[src/sv/spi_frame_receiver_crc8_macros.svh]
// assertion macros for the spi frame receiver, used by the frame engine
`ifndef SPI_FRAME_RECEIVER_CRC8_MACROS_SVH
`define SPI_FRAME_RECEIVER_CRC8_MACROS_SVH

// consequent checked in the same cycle as the antecedent
`define SFRC_ASSERT_NOW(label, clk, rst_n, ante, cons) \
    label: assert property (@(posedge clk) disable iff (!rst_n) (ante) |-> (cons)) \
        else $error("sfrc assertion failed");

// consequent checked in the cycle after the antecedent
`define SFRC_ASSERT_NEXT(label, clk, rst_n, ante, cons) \
    label: assert property (@(posedge clk) disable iff (!rst_n) (ante) |=> (cons)) \
        else $error("sfrc assertion failed");

`endif

[src/sv/sfrc_pkg.sv]
// package with constants, types and crc functions of the spi frame receiver
package sfrc_pkg;

    localparam int PAYLOAD_WORDS = 3;
    localparam int PAYLOAD_BYTES = PAYLOAD_WORDS * 4;
    localparam int MSG_BYTES     = PAYLOAD_BYTES + 1;
    localparam int MSG_BITS      = MSG_BYTES * 8;
    localparam int POS_W         = $clog2(PAYLOAD_BYTES + 2);

    localparam logic [7:0] CRC_POLY          = 8'h07;
    localparam logic [7:0] MASTER_HEADER_RST = 8'h55;
    localparam logic [7:0] SLAVE_HEADER_RST  = 8'h45;

    localparam int CFG_INDEX_W = 2;
    localparam int CFG_DATA_W  = 64;

    localparam logic [CFG_INDEX_W-1:0] CFG_MASTER_HEADER = 2'd0;
    localparam logic [CFG_INDEX_W-1:0] CFG_SLAVE_HEADER  = 2'd1;
    localparam logic [CFG_INDEX_W-1:0] CFG_REPLY_LOW     = 2'd2;
    localparam logic [CFG_INDEX_W-1:0] CFG_REPLY_HIGH    = 2'd3;

    typedef struct packed {
        logic [7:0]  master_header;
        logic [7:0]  slave_header;
        logic [63:0] reply_low;
        logic [31:0] reply_high;
    } cfg_t;

    typedef struct packed {
        logic [7:0]  reply_byte;
        logic        frame_done;
        logic        frame_ok;
        logic [63:0] payload_low;
        logic [31:0] payload_high;
        logic [31:0] good_count;
        logic [31:0] crc_fail_count;
        logic [7:0]  computed_crc;
    } result_t;

    function automatic logic [7:0] crc8_step(input logic [7:0] crc, input logic [7:0] b);
        logic [7:0] c;
        c = crc ^ b;
        for (int k = 0; k < 8; k++)
        begin
            c = c[7] ? ({c[6:0], 1'b0} ^ CRC_POLY) : {c[6:0], 1'b0};
        end
        return c;
    endfunction

    // crc of a zero-init message that has only bit j set
    function automatic logic [7:0] reply_crc_basis(input int unsigned j);
        logic [7:0] crc;
        logic [7:0] b;
        crc = 8'h00;
        for (int unsigned m = 0; m < MSG_BYTES; m++)
        begin
            b = (m == (j >> 3)) ? (8'h01 << j[2:0]) : 8'h00;
            crc = crc8_step(crc, b);
        end
        return crc;
    endfunction

endpackage

[src/sv/sfrc_channels.sv]
// byte request channel and result channel interfaces
interface sfrc_rx_if;
    logic       valid;
    logic       ready;
    logic [7:0] rx_byte;

    modport source (output valid, output rx_byte, input ready);
    modport sink (input valid, input rx_byte, output ready);
endinterface

interface sfrc_res_if;
    logic        valid;
    logic        ready;
    logic [7:0]  reply_byte;
    logic        frame_done;
    logic        frame_ok;
    logic [63:0] payload_low;
    logic [31:0] payload_high;
    logic [31:0] good_count;
    logic [31:0] crc_fail_count;
    logic [7:0]  computed_crc;

    modport source (output valid, output reply_byte, output frame_done, output frame_ok,
                    output payload_low, output payload_high, output good_count,
                    output crc_fail_count, output computed_crc, input ready);
    modport sink (input valid, input reply_byte, input frame_done, input frame_ok,
                  input payload_low, input payload_high, input good_count,
                  input crc_fail_count, input computed_crc, output ready);
endinterface

[src/sv/spi_frame_receiver_crc8.sv]
// top level of the crc-8 framed spi byte receiver
//
//  channel  dir  handshake      payload
//  rx       in   valid/ready    rx_byte
//  res      out  valid/ready    reply_byte, frame flags, payload, counters, crc
//  cfg      in   cfg_write      cfg_index, cfg_data
//
// one byte request per cycle sustained while res is ready; a result passes the input register, then the result register
// input register and result register separate the sides; rx.ready drops only when both hold
// reset clears framing state, counters and held payload at once, no clearing pass
// reply crc is a registered xor tree over the reply config, refreshed every cycle
module spi_frame_receiver_crc8 (
    input  logic                            clk,
    input  logic                            rst_n,
    sfrc_rx_if.sink                         rx,
    sfrc_res_if.source                      res,
    input  logic                            cfg_write,
    input  logic [sfrc_pkg::CFG_INDEX_W-1:0] cfg_index,
    input  logic [sfrc_pkg::CFG_DATA_W-1:0]  cfg_data
);
    import sfrc_pkg::*;

    cfg_t cfg;

    sfrc_cfg_regs u_cfg (
        .clk       (clk),
        .rst_n     (rst_n),
        .cfg_write (cfg_write),
        .cfg_index (cfg_index),
        .cfg_data  (cfg_data),
        .cfg       (cfg)
    );

    sfrc_frame_engine u_engine (
        .clk   (clk),
        .rst_n (rst_n),
        .cfg   (cfg),
        .rx    (rx),
        .res   (res)
    );
endmodule

[src/sv/sfrc_cfg_regs.sv]
// configuration register file
module sfrc_cfg_regs (
    input  logic                            clk,
    input  logic                            rst_n,
    input  logic                            cfg_write,
    input  logic [sfrc_pkg::CFG_INDEX_W-1:0] cfg_index,
    input  logic [sfrc_pkg::CFG_DATA_W-1:0]  cfg_data,
    output sfrc_pkg::cfg_t                  cfg
);
    import sfrc_pkg::*;

    cfg_t cfg_reg;
    cfg_t cfg_next;

    always_comb
    begin
        cfg_next = cfg_reg;
        if (cfg_write)
        begin
            case (cfg_index)
                CFG_MASTER_HEADER: cfg_next.master_header = cfg_data[7:0];
                CFG_SLAVE_HEADER:  cfg_next.slave_header  = cfg_data[7:0];
                CFG_REPLY_LOW:     cfg_next.reply_low     = cfg_data[63:0];
                CFG_REPLY_HIGH:    cfg_next.reply_high    = cfg_data[31:0];
                default:           cfg_next = cfg_reg;
            endcase
        end
    end

    always_ff @(posedge clk or negedge rst_n)
    begin
        if (!rst_n)
        begin
            cfg_reg.master_header <= MASTER_HEADER_RST;
            cfg_reg.slave_header  <= SLAVE_HEADER_RST;
            cfg_reg.reply_low     <= '0;
            cfg_reg.reply_high    <= '0;
        end
        else
        begin
            cfg_reg <= cfg_next;
        end
    end

    assign cfg = cfg_reg;
endmodule

[src/sv/sfrc_reply_gen.sv]
// reply byte selection and registered crc of the reply frame
module sfrc_reply_gen (
    input  logic                      clk,
    input  sfrc_pkg::cfg_t            cfg,
    input  logic [sfrc_pkg::POS_W-1:0] reply_pos,
    output logic [7:0]                reply_byte
);
    import sfrc_pkg::*;

    logic [95:0]          reply_all;
    logic [MSG_BITS-1:0]  msg;
    logic [7:0]           term [MSG_BITS];
    logic [7:0]           reply_crc_next;
    logic [7:0]           reply_crc_reg;

    assign reply_all = {cfg.reply_high, cfg.reply_low};
    assign msg       = {reply_all[PAYLOAD_BYTES*8-1:0], cfg.slave_header};

    // crc is linear in the message bits: xor of per-bit contributions
    for (genvar j = 0; j < MSG_BITS; j++)
    begin : g_basis
        localparam logic [7:0] BASIS = reply_crc_basis(j);
        assign term[j] = msg[j] ? BASIS : 8'h00;
    end

    always_comb
    begin
        reply_crc_next = 8'h00;
        for (int j = 0; j < MSG_BITS; j++)
        begin
            reply_crc_next = reply_crc_next ^ term[j];
        end
    end

    // the user keeps config changes to idle time; the block does not enforce it; lag is covered by the input stage
    always_ff @(posedge clk)
    begin
        reply_crc_reg <= reply_crc_next;
    end

    always_comb
    begin
        reply_byte = reply_crc_reg;
        if (reply_pos == '0)
        begin
            reply_byte = cfg.slave_header;
        end
        for (int i = 0; i < PAYLOAD_BYTES; i++)
        begin
            if (reply_pos == POS_W'(i + 1))
            begin
                reply_byte = reply_all[i*8 +: 8];
            end
        end
    end
endmodule

[src/sv/sfrc_frame_engine.sv]
// input stage, framing and crc check, payload store, counters and result register
`include "spi_frame_receiver_crc8_macros.svh"
module sfrc_frame_engine (
    input  logic           clk,
    input  logic           rst_n,
    input  sfrc_pkg::cfg_t cfg,
    sfrc_rx_if.sink        rx,
    sfrc_res_if.source     res
);
    import sfrc_pkg::*;

    logic             s1_valid_reg;
    logic [7:0]       s1_byte_reg;
    logic             out_valid_reg;
    result_t          out_reg;
    result_t          out_next;
    logic             adv;
    logic             fire;

    logic             in_frame_reg, in_frame_next;
    logic [POS_W-1:0] pos_reg, pos_next;
    logic [7:0]       crc_reg, crc_next;
    logic [31:0]      good_reg, good_next;
    logic [31:0]      bad_reg, bad_next;
    logic [7:0]       store_reg [PAYLOAD_BYTES];
    logic [31:0]      held_reg [3];
    logic [31:0]      held_next [3];
    logic [31:0]      store_word [3];

    logic             store_en;
    logic             latch_en;
    logic [POS_W-1:0] reply_pos;
    logic [7:0]       reply_byte;

    assign adv      = !out_valid_reg || res.ready;
    assign fire     = s1_valid_reg && adv;
    assign rx.ready = !s1_valid_reg || adv;

    sfrc_reply_gen u_reply (
        .clk        (clk),
        .cfg        (cfg),
        .reply_pos  (reply_pos),
        .reply_byte (reply_byte)
    );

    for (genvar w = 0; w < 3; w++)
    begin : g_word
        if (w < PAYLOAD_WORDS)
        begin : g_used
            assign store_word[w] = {store_reg[w*4+3], store_reg[w*4+2],
                                    store_reg[w*4+1], store_reg[w*4]};
            assign held_next[w]  = latch_en ? store_word[w] : held_reg[w];
        end
        else
        begin : g_unused
            assign store_word[w] = 32'h0;
            assign held_next[w]  = held_reg[w];
        end
    end

    always_comb
    begin
        in_frame_next = in_frame_reg;
        pos_next      = pos_reg;
        crc_next      = crc_reg;
        good_next     = good_reg;
        bad_next      = bad_reg;
        store_en      = 1'b0;
        latch_en      = 1'b0;
        reply_pos     = '0;
        out_next.frame_done   = 1'b0;
        out_next.frame_ok     = 1'b0;
        out_next.computed_crc = 8'h00;

        if (!in_frame_reg)
        begin
            if (s1_byte_reg == cfg.master_header)
            begin
                in_frame_next = 1'b1;
                pos_next      = POS_W'(1);
                crc_next      = crc8_step(8'h00, s1_byte_reg);
                reply_pos     = POS_W'(1);
            end
        end
        else if (pos_reg >= POS_W'(1) && pos_reg <= POS_W'(PAYLOAD_BYTES))
        begin
            store_en  = fire;
            crc_next  = crc8_step(crc_reg, s1_byte_reg);
            pos_next  = pos_reg + POS_W'(1);
            reply_pos = pos_reg + POS_W'(1);
        end
        else
        begin
            // trailing crc byte closes the frame
            out_next.frame_done   = 1'b1;
            out_next.computed_crc = crc_reg;
            if (crc_reg == s1_byte_reg)
            begin
                out_next.frame_ok = 1'b1;
                latch_en          = 1'b1;
                good_next         = good_reg + 32'd1;
            end
            else
            begin
                bad_next = bad_reg + 32'd1;
            end
            in_frame_next = 1'b0;
            pos_next      = '0;
            crc_next      = 8'h00;
        end

        out_next.reply_byte     = reply_byte;
        out_next.payload_low    = {held_next[1], held_next[0]};
        out_next.payload_high   = held_next[2];
        out_next.good_count     = good_next;
        out_next.crc_fail_count = bad_next;
    end

    always_ff @(posedge clk or negedge rst_n)
    begin
        if (!rst_n)
        begin
            s1_valid_reg  <= 1'b0;
            out_valid_reg <= 1'b0;
            in_frame_reg  <= 1'b0;
            pos_reg       <= '0;
            crc_reg       <= 8'h00;
            good_reg      <= 32'h0;
            bad_reg       <= 32'h0;
            for (int w = 0; w < 3; w++)
            begin
                held_reg[w] <= 32'h0;
            end
        end
        else
        begin
            if (rx.ready)
            begin
                s1_valid_reg <= rx.valid;
            end
            if (adv)
            begin
                out_valid_reg <= s1_valid_reg;
            end
            if (fire)
            begin
                in_frame_reg <= in_frame_next;
                pos_reg      <= pos_next;
                crc_reg      <= crc_next;
                good_reg     <= good_next;
                bad_reg      <= bad_next;
                for (int w = 0; w < 3; w++)
                begin
                    held_reg[w] <= held_next[w];
                end
            end
        end
    end

    always_ff @(posedge clk)
    begin
        if (rx.valid && rx.ready)
        begin
            s1_byte_reg <= rx.rx_byte;
        end
        if (fire)
        begin
            out_reg <= out_next;
        end
        for (int i = 0; i < PAYLOAD_BYTES; i++)
        begin
            if (store_en && pos_reg == POS_W'(i + 1))
            begin
                store_reg[i] <= s1_byte_reg;
            end
        end
    end

    assign res.valid          = out_valid_reg;
    assign res.reply_byte     = out_reg.reply_byte;
    assign res.frame_done     = out_reg.frame_done;
    assign res.frame_ok       = out_reg.frame_ok;
    assign res.payload_low    = out_reg.payload_low;
    assign res.payload_high   = out_reg.payload_high;
    assign res.good_count     = out_reg.good_count;
    assign res.crc_fail_count = out_reg.crc_fail_count;
    assign res.computed_crc   = out_reg.computed_crc;

    `SFRC_ASSERT_NOW(a_hunt_clean, clk, rst_n, !in_frame_reg, pos_reg == '0 && crc_reg == 8'h00)
    `SFRC_ASSERT_NOW(a_pos_range, clk, rst_n, in_frame_reg, pos_reg >= POS_W'(1) && pos_reg <= POS_W'(PAYLOAD_BYTES + 1))
    `SFRC_ASSERT_NEXT(a_good_bump, clk, rst_n, fire && latch_en, good_reg == $past(good_reg) + 32'd1 && !in_frame_reg)
    `SFRC_ASSERT_NOW(a_not_done_zero, clk, rst_n, out_valid_reg && !out_reg.frame_done, !out_reg.frame_ok && out_reg.computed_crc == 8'h00)
endmodule

[src/flat_wrapper.sv]
// flat-port wrapper written by rule: the top's interface ports become plain ports
module spi_frame_receiver_crc8_flat import sfrc_pkg::*;
  (clk, rst_n, cfg_write, cfg_index, cfg_data, rx_valid, rx_rx_byte, rx_ready, res_valid, res_reply_byte, res_frame_done, res_frame_ok, res_payload_low, res_payload_high, res_good_count, res_crc_fail_count, res_computed_crc, res_ready);
  sfrc_rx_if rx_i ();
  sfrc_res_if res_i ();
  input  logic clk;
  input  logic rst_n;
  input  logic cfg_write;
  input  logic [sfrc_pkg::CFG_INDEX_W-1:0] cfg_index;
  input  logic [sfrc_pkg::CFG_DATA_W-1:0] cfg_data;
  input wire logic [$bits(rx_i.valid)-1:0] rx_valid;
  input wire logic [$bits(rx_i.rx_byte)-1:0] rx_rx_byte;
  output wire logic [$bits(rx_i.ready)-1:0] rx_ready;
  output wire logic [$bits(res_i.valid)-1:0] res_valid;
  output wire logic [$bits(res_i.reply_byte)-1:0] res_reply_byte;
  output wire logic [$bits(res_i.frame_done)-1:0] res_frame_done;
  output wire logic [$bits(res_i.frame_ok)-1:0] res_frame_ok;
  output wire logic [$bits(res_i.payload_low)-1:0] res_payload_low;
  output wire logic [$bits(res_i.payload_high)-1:0] res_payload_high;
  output wire logic [$bits(res_i.good_count)-1:0] res_good_count;
  output wire logic [$bits(res_i.crc_fail_count)-1:0] res_crc_fail_count;
  output wire logic [$bits(res_i.computed_crc)-1:0] res_computed_crc;
  input wire logic [$bits(res_i.ready)-1:0] res_ready;
  assign rx_i.valid = rx_valid;
  assign rx_i.rx_byte = rx_rx_byte;
  assign rx_ready = rx_i.ready;
  assign res_valid = res_i.valid;
  assign res_reply_byte = res_i.reply_byte;
  assign res_frame_done = res_i.frame_done;
  assign res_frame_ok = res_i.frame_ok;
  assign res_payload_low = res_i.payload_low;
  assign res_payload_high = res_i.payload_high;
  assign res_good_count = res_i.good_count;
  assign res_crc_fail_count = res_i.crc_fail_count;
  assign res_computed_crc = res_i.computed_crc;
  assign res_i.ready = res_ready;
  spi_frame_receiver_crc8 u_core (.clk(clk), .rst_n(rst_n), .rx(rx_i), .res(res_i), .cfg_write(cfg_write), .cfg_index(cfg_index), .cfg_data(cfg_data));
endmodule
[config.mk]
export PLATFORM = sky130hd
export DESIGN_NAME = spi_frame_receiver_crc8_flat
export DESIGN_NICKNAME = d
export VERILOG_FILES = /design/src/sv/sfrc_pkg.sv /design/src/sv/sfrc_channels.sv /design/src/sv/spi_frame_receiver_crc8.sv /design/src/sv/sfrc_cfg_regs.sv /design/src/sv/sfrc_reply_gen.sv /design/src/sv/sfrc_frame_engine.sv /design/src/flat_wrapper.sv
export VERILOG_INCLUDE_DIRS = /design/src /design/src/sv
export SDC_FILE = /design/constraint.sdc
export NUM_CORES = 1
export LEC_CHECK = 0
export BUFFER_PORTS_ARGS = -buffer_cell sky130_fd_sc_hd__buf_2
export CORE_AREA = 2 2 231 233
export CTS_CLUSTER_DIAMETER = 40
export CTS_CLUSTER_SIZE = 14
export DETAILED_ROUTE_END_ITERATION = 7
export DIE_AREA = 0 0 233 235
export PLACE_DENSITY = 0.73
export SYNTH_ARGS = -nofsm -noshare
export SYNTH_HDL_FRONTEND = slang
export SYNTH_SLANG_ARGS = --single-unit
[constraint.sdc]
create_clock -name clk -period 6.09 [get_ports clk]
set_clock_uncertainty 0.15 [all_clocks]
set_input_delay 0.9135 -clock clk [delete_from_list [all_inputs] [get_ports clk]]
set_output_delay 0.9135 -clock clk [all_outputs]
set_load 0.02 [all_outputs]
# [Word-level counts from Yosys, hierarchy flattened]
# Memories as Yosys holds them, arrays and structs flattened.
# Cells that the tools add are included.
[classes] n_addsub=3 magnitude_cmp=2 eq_ne=29 muxes=216 n_bitwise=121 reduce_logical=39
[ops] operator="8-bit XOR" n=104
[ops] operator="8-bit two-way mux" n=78
[ops] operator="32-bit two-way mux" n=9
[ops] operator="7-bit two-way mux" n=28
[ops] operator="8-bit OR reduction" n=11
[ops] operator="6-bit two-way mux" n=14
[ops] operator="4-bit two-way mux" n=18
[ops] operator="32-bit by 1-bit adder with 32-bit output (second input constant)" n=2
[ops] operator="3-bit two-way mux" n=17
[ops] operator="3-bit inverter" n=16
[ops] operator="1-bit two-way mux" n=44
[ops] operator="4-bit equality test (second input constant)" n=10
[ops] operator="5-bit two-way mux" n=7
[ops] operator="4-bit by 3-bit equality test with 1-bit output (second input constant)" n=8
[ops] operator="4-bit by 2-bit equality test with 1-bit output (second input constant)" n=4
[ops] operator="8-bit equality test" n=2
[ops] operator="1-bit logical AND" n=15
[ops] operator="2-bit AND reduction" n=5
[ops] operator="4-bit by 1-bit equality test with 1-bit output (second input constant)" n=2
[ops] operator="4-bit by 1-bit adder with 4-bit output (second input constant)" n=1
[ops] operator="2-bit equality test (second input constant)" n=2
[ops] operator="4-bit by 1-bit greater-or-equal comparator with 1-bit output (second input constant)" n=1
[ops] operator="4-bit less-or-equal comparator (second input constant)" n=1
[ops] operator="4-bit logical NOT" n=1
[ops] operator="other kinds (8)" n=10
[totals] register_bits=481 ram_bits=96 input_bits=79 word_cells=435 mem_count=1
[mem_list] memory="u_core.u_engine.store_reg" depth=12 word_bits=8 rd=12 rd_clocked_by_memory_dff=0 write_ports=1 line_no="sfrc_frame_engine.sv:25" source="logic [7:0] store_reg [PAYLOAD_BYTES];"

# [Longest topological paths before layout]
# Gate-level depths: netlist (run 1).
[logic_depth] word_depth=104 depth_mapped=15 depth_no_buf=11

# [Modules after synthesis]
# Synthesis (run 1) repeated with hierarchy kept, for this count alone.
[unflattened] hier_cells=2286 hier_area_um2=26432.9
[modules_own_cells] module="sfrc_frame_engine" n_inst=1 cells_each=1624 area_per_inst_um2=18694.2
[modules_own_cells] module="sfrc_cfg_regs" n_inst=1 cells_each=238 area_per_inst_um2=4170.2
[modules_own_cells] module="sfrc_reply_gen" n_inst=1 cells_each=424 area_per_inst_um2=3568.4

# [Worst setup path before layout (run 1)]
# Ideal clock, no wire load.
[synth_timing] path_kind="input port to flip-flop" startpoint="input port res_ready" endpoint="register u_core.u_engine.in_frame_reg" setup_time_ns=0.371 arrival_ns=6.791 setup_slack_ns=-1.222 path_stages=6 path_buffers=2 path_cell_list="nand2b_1 -> nand2_1 -> clkinv_1 -> clkbuf_1 -> clkbuf_1 -> a21oi_1"
[synth_via] elab_chain_len=2
[synth_lines] item="from (decl)" line_no="flat_wrapper.sv:23" source="input wire logic [$bits(res_i.ready)-1:0] res_ready;"
[synth_lines] item="1-bit logical OR" line_no="sfrc_frame_engine.sv:35" source="assign adv = !out_valid_reg || res.ready;"
[synth_lines] item="1-bit logical AND" line_no="sfrc_frame_engine.sv:36" source="assign fire = s1_valid_reg && adv;"
[synth_lines] item="net u_core.u_engine.fire" line_no="sfrc_frame_engine.sv:18" source="logic fire;"
[synth_lines] item="to (signal assigned)" line_no="sfrc_frame_engine.sv:147" source="in_frame_reg <= in_frame_next;"
[synth_lines] item="to (decl)" line_no="sfrc_frame_engine.sv:20" source="logic in_frame_reg, in_frame_next;"
# The timed path passes the listed nets, and every way through them passes these cells.
# A chain may end at the register's enable or synchronous reset.

# [Final worst setup path (run 1)]
[layout_timing] startpoint="register u_core.u_engine.pos_reg[0]" endpoint="register u_core.u_engine.good_reg[29]"
[layout_via] elab_chain_len=4 elab_cells_between_ends=5 cone_classes="order compare: 2; mux: 2; reduce/logical: 1"
[layout_lines] item="from (decl)" line_no="sfrc_frame_engine.sv:21" source="logic [POS_W-1:0] pos_reg, pos_next;"
[layout_lines] item="from (signal assigned)" line_no="sfrc_frame_engine.sv:148" source="pos_reg <= pos_next;"
[layout_lines] item="4-bit by 1-bit greater-or-equal comparator with 1-bit output / 4-bit less-or-equal comparator (equally long branches)" line_no="sfrc_frame_engine.sv:85" source="else if (pos_reg >= POS_W'(1) && pos_reg <= POS_W'(PAYLOAD_BYTES))"
[layout_lines] item="1-bit logical AND *" line_no="sfrc_frame_engine.sv:85"
[layout_lines] item="32-bit two-way mux *" line_no="sfrc_frame_engine.sv:85"
[layout_lines] item="32-bit two-way mux *" line_no="sfrc_frame_engine.sv:75" source="if (!in_frame_reg)"
[layout_lines] item="to (signal assigned)" line_no="sfrc_frame_engine.sv:150" source="good_reg <= good_next;"
[layout_lines] item="to (decl)" line_no="sfrc_frame_engine.sv:23" source="logic [31:0] good_reg, good_next;"
# Every way passes the cells marked *; elsewhere a longest branch is shown, timed or not.

==> results of run 1 <==
## metal layers
metal	global-route usage [%]	vias up
met5	0	-
met2	40.8	691
met3	4.54	147
met4	10.7	6
met1	33.4	8804
li1	-	8170
## area by class of cell
type	count	area (sq um)	share of cell area, %
clock buffers	85	1950	6.35
repair buffers	280	1490	4.87
multi-input cells	1580	9760	31.9
well taps	688	861	2.81
diodes	1	2.50	0.00817
flip-flops and latches	577	15800	51.6
clock inverters	54	689	2.25
inverters	14	60.1	0.196
## synthesized netlist by cell type, drive strengths merged, types with 7 or more instances
| library cell | count | area, sq um |
|---|---|---|
| dfstp | 7 | 184 |
| nor3 | 32 | 160 |
| nand4 | 14 | 87.6 |
| ha | 9 | 113 |
| xnor2 | 290 | 2550 |
| a21oi | 34 | 170 |
| clkbuf | 79 | 297 |
| edfxtp | 282 | 8470 |
| xor2 | 104 | 911 |
| nand3 | 60 | 300 |
| a21o | 7 | 52.6 |
| a22oi | 8 | 60.1 |
| nand2b | 12 | 75.1 |
| and3 | 15 | 93.8 |
| o21ai | 24 | 120 |
| dfxtp | 8 | 160 |
| nor2 | 369 | 1390 |
| dfrtp | 280 | 7010 |
| mux2i | 8 | 80.1 |
| inv | 13 | 48.8 |
| mux2 | 112 | 1260 |
| and2 | 14 | 87.6 |
| buf | 16 | 62.6 |
| nand2 | 378 | 1420 |
## worst paths after layout
kind                                                   start                              to  slack [ns]
worst max-delay path              u_core.u_engine.pos_reg[0]    u_core.u_engine.good_reg[29]        1.60
worst min-delay path                                   rst_n    u_core.u_engine.held_reg[72]        0.18
worst max register to register    u_core.u_engine.pos_reg[0]    u_core.u_engine.good_reg[29]        1.60
worst min register to register  u_core.u_engine.good_reg[31]    u_core.u_engine.good_reg[31]        0.34
max in group asynchronous                              rst_n     u_core.u_engine.bad_reg[20]        4.10
min in group clk                               rx_rx_byte[1]  u_core.u_engine.s1_byte_reg[1]        0.32
## critical path, stage by stage, from the launching register on
cell      delay (ns)
dfrtp_1         0.60
inv_1           0.46
ha_1            0.27
or4b_1          0.55
a21o_1          0.27
inv_1           0.34
nand2_4         0.42
or4_1           0.72
nand2b_1        0.26
nor2_1          0.19
xor2_1          0.17
## power groups by stage
stage / sequential (uW) / combinational [uW] / clock [uW]
after detailed placement: 5500 / 5030 / 0
after global routing: 5490 / 5510 / 4790
after global placement: 5480 / 4960 / 0
final: 5440 / 5090 / 4550
after CTS: 5430 / 5070 / 4620
after floorplan: 5440 / 3770 / 0
## metrics by stage
stage	instance area (sq um)	cells	worst slack, ns	total power (uW)	util (%)
6_report	30600	3279	1.60	15100	58.6
5_1_grt	30600	3278	1.32	15800	58.6
4_1_cts	30600	3278	1.65	15100	58.6
3_5_place_dp	28000	3139	1.70	10500	53.6
3_3_place_gp	28000	3139	1.84	10400	53.6
2_1_floorplan	26000	2266	1.59	9210	-
## cells by family after synthesis
group / share of synthesized area (%)
AO/OA/AOI/OAI: 3.30
XOR/XNOR: 13.6
adder cells (fa/ha/maj): 0.434
buffers and inverters: 1.59
flip-flops: 60.9
multiplexers: 5.51
AND/OR/NAND/NOR: 14.7
## cells in the final DEF (no fill, tap or decap), types with 8 or more instances in the layout
| master | count |
|---|---|
| nand2_1 | 376 |
| nor2_1 | 369 |
| xnor2_1 | 289 |
| edfxtp_1 | 282 |
| dfrtp_1 | 280 |
| buf_2 | 257 |
| mux2_2 | 112 |
| xor2_1 | 104 |
| clkbuf_16 | 76 |
| nand3_1 | 59 |
| a21oi_1 | 34 |
| nor3_1 | 29 |
| o21ai_0 | 24 |
| buf_4 | 20 |
| and3_1 | 15 |
| and2_1 | 14 |
| nand4_1 | 14 |
| inv_1 | 12 |
| nand2b_1 | 12 |
| inv_6 | 11 |
| clkinv_2 | 10 |
| ha_1 | 9 |
| a22oi_1 | 8 |
| mux2i_1 | 8 |
| bufinv_16 | 8 |
| clkbuf_1 | 8 |
| clkinv_4 | 8 |
| dfxtp_1 | 8 |
==> results.py, run 1 <==
metrics = {
    "status": {
        "status": "completed",
    },
    "routing": {
        "top_layer": "met5",
        "dr_wl_met3_um": 4510,
        "drc": 0,
        "wl_met2_um": 32900,
        "drt_first_pass_iters": 5,
        "vias": 17818,
        "wire_per_inst_um": 20.8,
        "drt_iter0_drc": 1665,
        "wl_met1_um": 28200,
        "totalWireLength_um": 68200,
        "final_antenna_net_count": 0,
        "viasPerCell": 5.43,
    },
    "setup_path": {
        "critical_path_required_ns": 6.47,
        "criticalPathCategory": "flip-flop to flip-flop",
        "worstSetupStartpointType": "flip-flop",
        "cp-end-kind": "flip-flop",
        "worstPathArrival_ns": 4.87,
        "worstPathMaxFanout": 45,
        "r2r_cells": 10,
    },
    "floorplan": {
        "core-area_sq_um": 52200,
        "io_pins": 259,
        "die_height_um": 235,
        "dieArea_sq_um": 54800,
        "rows": 84,
        "start_util_pct": 49.7,
        "dieWidth_um": 233,
    },
    "global_routing": {
        "grt_overflow_total": 0,
        "first_global_vias": 17812,
        "grt_max_degree": 132,
        "track_usage_pct": 25.2,
        "antenna_found_initial": 3,
        "grt_pass1_wl_um": 105000,
    },
    "clock_network": {
        "cts_root_buf": "clkbuf_16",
        "post_cts_resized": 0,
        "cts_sinks": 577,
        "ctsHoldBuffers": 0,
        "h-tree-depth": 3,
        "clkTransAtPathRegs_ns": 0.05,
        "numCtsBuffers": 75,
        "cts_tree": "built",
        "clk_path_buf_depth": 3,
        "post_cts_buffers": 0,
        "clock_latency_ns": 0.63,
    },
    "finish": {
        "fill_cells": 4166,
        "area_delta_synth_final_pct": 18.0,
        "fin_nets": 2616,
        "drive_above_1_share_pct": 21.2,
        "largest_register_ffs": 112,
    },
    "yosys": {
        "yosys_register_bits": 577,
        "ys_dominant_reg_cell": "edfxtp_1",
        "syn_area_sq_um": 26000,
        "async_flop_share_pct": 49.7,
        "ys_types": 60,
        "synth_edf_count": 282,
        "avgSynthCellArea_sq_um": 11.5,
        "syn-num-nets": 2354,
        "ys_seq_area_share_pct": 60.9,
        "yosys_warnings": 0,
        "syn_inst": 2266,
    },
    "placed_design": {
        "place_congestion": 1.00,
        "detailed_place_hpwl_um": 46900,
        "port_buffers": 258,
    },
    "power": {
        "seqPwrFrac_pct": 36.1,
        "ir_worst_vdd_mv": 0.366,
        "p_sw_uw": 5160,
        "p_leak_uw": 0.0124,
        "power_density_nw_per_um2": 492,
        "p_sw_share_pct": 34.2,
        "pwr-share-comb_pct": 33.8,
        "p_clk_share_pct": 30.2,
        "p_int_uw": 9920,
    },
    "timing": {
        "worstMarginPinSlew_ns": 1.25,
        "rsz0062_at_grt": "false",
        "fin_crit_sh_pct": 73.7,
        "whs_ns": 0.177,
        "fin_tns_setup_ns": 0,
        "final_max_slew_viol_count": 0,
        "fmax_mhz": 223,
        "hold_violations": 0,
        "fin_crit_ns": 4.49,
        "setup_viol": 0,
        "max_slew_margin_pct": 16.2,
    },
    "flow_run": {
        "cap_viol_max_count": 0,
    },
    "hold_path": {
        "hp-class": "primary input to async pin",
    },
}
Power figures use the tool's default switching activity.
==> run 2, diff against run 1 <==
Settings changed: PLACE_DENSITY 0.73 to 0.7.
Clock period 6.09 ns to 4.3 ns, I/O delays scaled along.
==> run 2 against run 1 <==
Net effect:
- cell count grew 0.67%
- worst setup slack lost 1.3 ns
- first-iteration DRC count shrank 11%
- worst hold slack lost 0.12 ns
- non-clock buffer count grew 20
- flip-flop and latch count is the same
- count of clock-buffer cells in the layout grew 3
- design area grew 0.51%
- via count shrank 0.43%
==> results.py, run 2 (synthesis gave the netlist of run 1 again) <==
metrics = {
    "setup_path": {
        "reg2reg_from": "u_core.u_engine.s1_byte_reg[2]",
        "criticalPathCategory": "flip-flop to flip-flop",
        "worstPathArrival_ns": 4.15,
        "crit_start": "u_core.u_engine.s1_byte_reg[2]",
        "worstPathMaxFanout": 14,
        "cp-end-kind": "flip-flop",
        "r2r_cells": 9,
        "critical_path_required_ns": 4.50,
        "r2r_end": "u_core.u_engine.res.reply_byte[3]",
        "rrSetupSlack_ns": 0.35,
        "worstSetupStartpointType": "flip-flop",
    },
    "routing": {
        "drc": 0,
        "totalWireLength_um": 68400,
        "wire_per_inst_um": 20.7,
        "viasPerCell": 5.37,
        "drt_first_pass_iters": 7,
        "final_antenna_net_count": 0,
        "drt_iter0_drc": 1477,
        "vias": 17742,
    },
    "timing": {
        "rsz0062_at_grt": "false",
        "fin_crit_sh_pct": 91.8,
        "final_max_slew_viol_count": 0,
        "setup_ws_ns": 0.353,
        "fin_tns_setup_ns": 0,
        "hold_violations": 0,
        "worstMarginPinSlew_ns": 1.12,
        "max_slew_margin_pct": 25.1,
        "setup_viol": 0,
        "fmax_mhz": 253,
        "fin_crit_ns": 3.95,
    },
    "global_routing": {
        "track_usage_pct": 25.1,
        "grt_overflow_total": 0,
        "grt_pass1_wl_um": 104000,
        "first_global_vias": 17603,
        "grt_max_degree": 125,
        "antenna_found_initial": 3,
    },
    "finish": {
        "largest_register_ffs": 112,
        "area_delta_synth_final_pct": 18.6,
        "n_antenna_cell": 0,
        "most-common-layout-cells": "376 x nand2_1, 369 x nor2_1, 289 x xnor2_1",
        "drive_above_1_share_pct": 21.8,
        "mostFrequentLayoutCell": "nand2_1",
        "fin_nets": 2637,
    },
    "placed_design": {
        "place_congestion": 0.941,
        "detailed_place_hpwl_um": 48100,
        "port_buffers": 258,
        "place_ws_ns": 0.327,
    },
    "power": {
        "power_density_nw_per_um2": 696,
        "ir_worst_vdd_mv": 0.602,
        "p_leak_uw": 0.0125,
    },
    "floorplan": {
        "rows": 84,
        "die_height_um": 235,
        "io_pins": 259,
        "start_util_pct": 49.7,
        "dieWidth_um": 233,
        "core-area_sq_um": 52200,
        "dieArea_sq_um": 54800,
    },
    "hold_path": {
        "min_to": "u_core.u_engine.s1_byte_reg[0]",
        "min_delay_path_depth": 1,
        "hp-class": "primary input to flip-flop",
        "worstHoldStart": "rx_rx_byte[0]",
    },
    "clock_network": {
        "cts_root_buf": "clkbuf_16",
        "cts_tree": "built",
        "ctsHoldBuffers": 1,
        "post_cts_buffers": 0,
        "post_cts_resized": 0,
        "cts_sinks": 577,
        "numCtsBuffers": 76,
        "h-tree-depth": 3,
        "clock_latency_ns": 0.62,
        "clkTransAtPathRegs_ns": 0.06,
        "clk_path_buf_depth": 3,
    },
    "status": {
        "status": "completed",
    },
    "flow_run": {
        "cap_viol_max_count": 0,
    },
}
## run 2: layer usage
layer | wire length (um) | GRT usage [%]
met1 | 29700 | 34.7
met2 | 33400 | 41.0
met3 | 3590 | 3.73
met4 | 1640 | 7.93
met5 | 31 | 0
## run 2: critical path, stage by stage, from the launching register on
cell and delay, ns:
edfxtp_1 0.56, buf_4 0.29, xor2_1 0.16, nor4_1 0.77, a21o_1 0.22, buf_4 0.18, nand2_1 0.45, mux4_2 0.45
a21o_1 0.19, a221o_1 0.26
## run 2: how the worst max path moves through the flow
stage / to / slack, ns / cells past startpoint
after floorplan: u_core.u_engine.res.computed_crc[0] / 0.07 / 5
after global placement: u_core.u_engine.res.reply_byte[4] / 0.37 / 9
after detailed placement: u_core.u_engine.res.reply_byte[3] / 0.33 / 9
after CTS: u_core.u_engine.res.reply_byte[3] / 0.31 / 9
after global routing: u_core.u_engine.res.reply_byte[4] / 0.16 / 9
final: u_core.u_engine.res.reply_byte[3] / 0.35 / 9
## run 2: cell type report
class	instances	area, sq um
Fill cell	4211	21400
Clock buffer	88	2050
Inverter	14	60.1
Clock inverter	54	582
Sequential cell	577	15800
Timing Repair Buffer	300	1670
Multi-Input combinational cell	1580	9750
Tap cell	688	861
## run 2: through the flow
stage	area (sq um)	hold WS [ns]	std cells	utilization, %	power, uW
4_1_cts	30800	0.0313	3301	58.9	21500
5_1_grt	30800	0.0402	3301	58.9	22400
2_1_floorplan	26000	0.199	2266	-	13000
6_report	30800	0.0601	3301	58.9	21400
3_3_place_gp	28100	0.328	3158	53.9	14900
3_5_place_dp	28100	0.334	3158	53.9	15000
## run 2: power breakdown
group | switching, uW | leakage [uW] | internal, uW
Sequential | 812 | 0.00594 | 6860
Combinational | 3990 | 0.00524 | 3380
Clock | 2600 | 0.00129 | 3790
Total | 7410 | 0.0125 | 14000
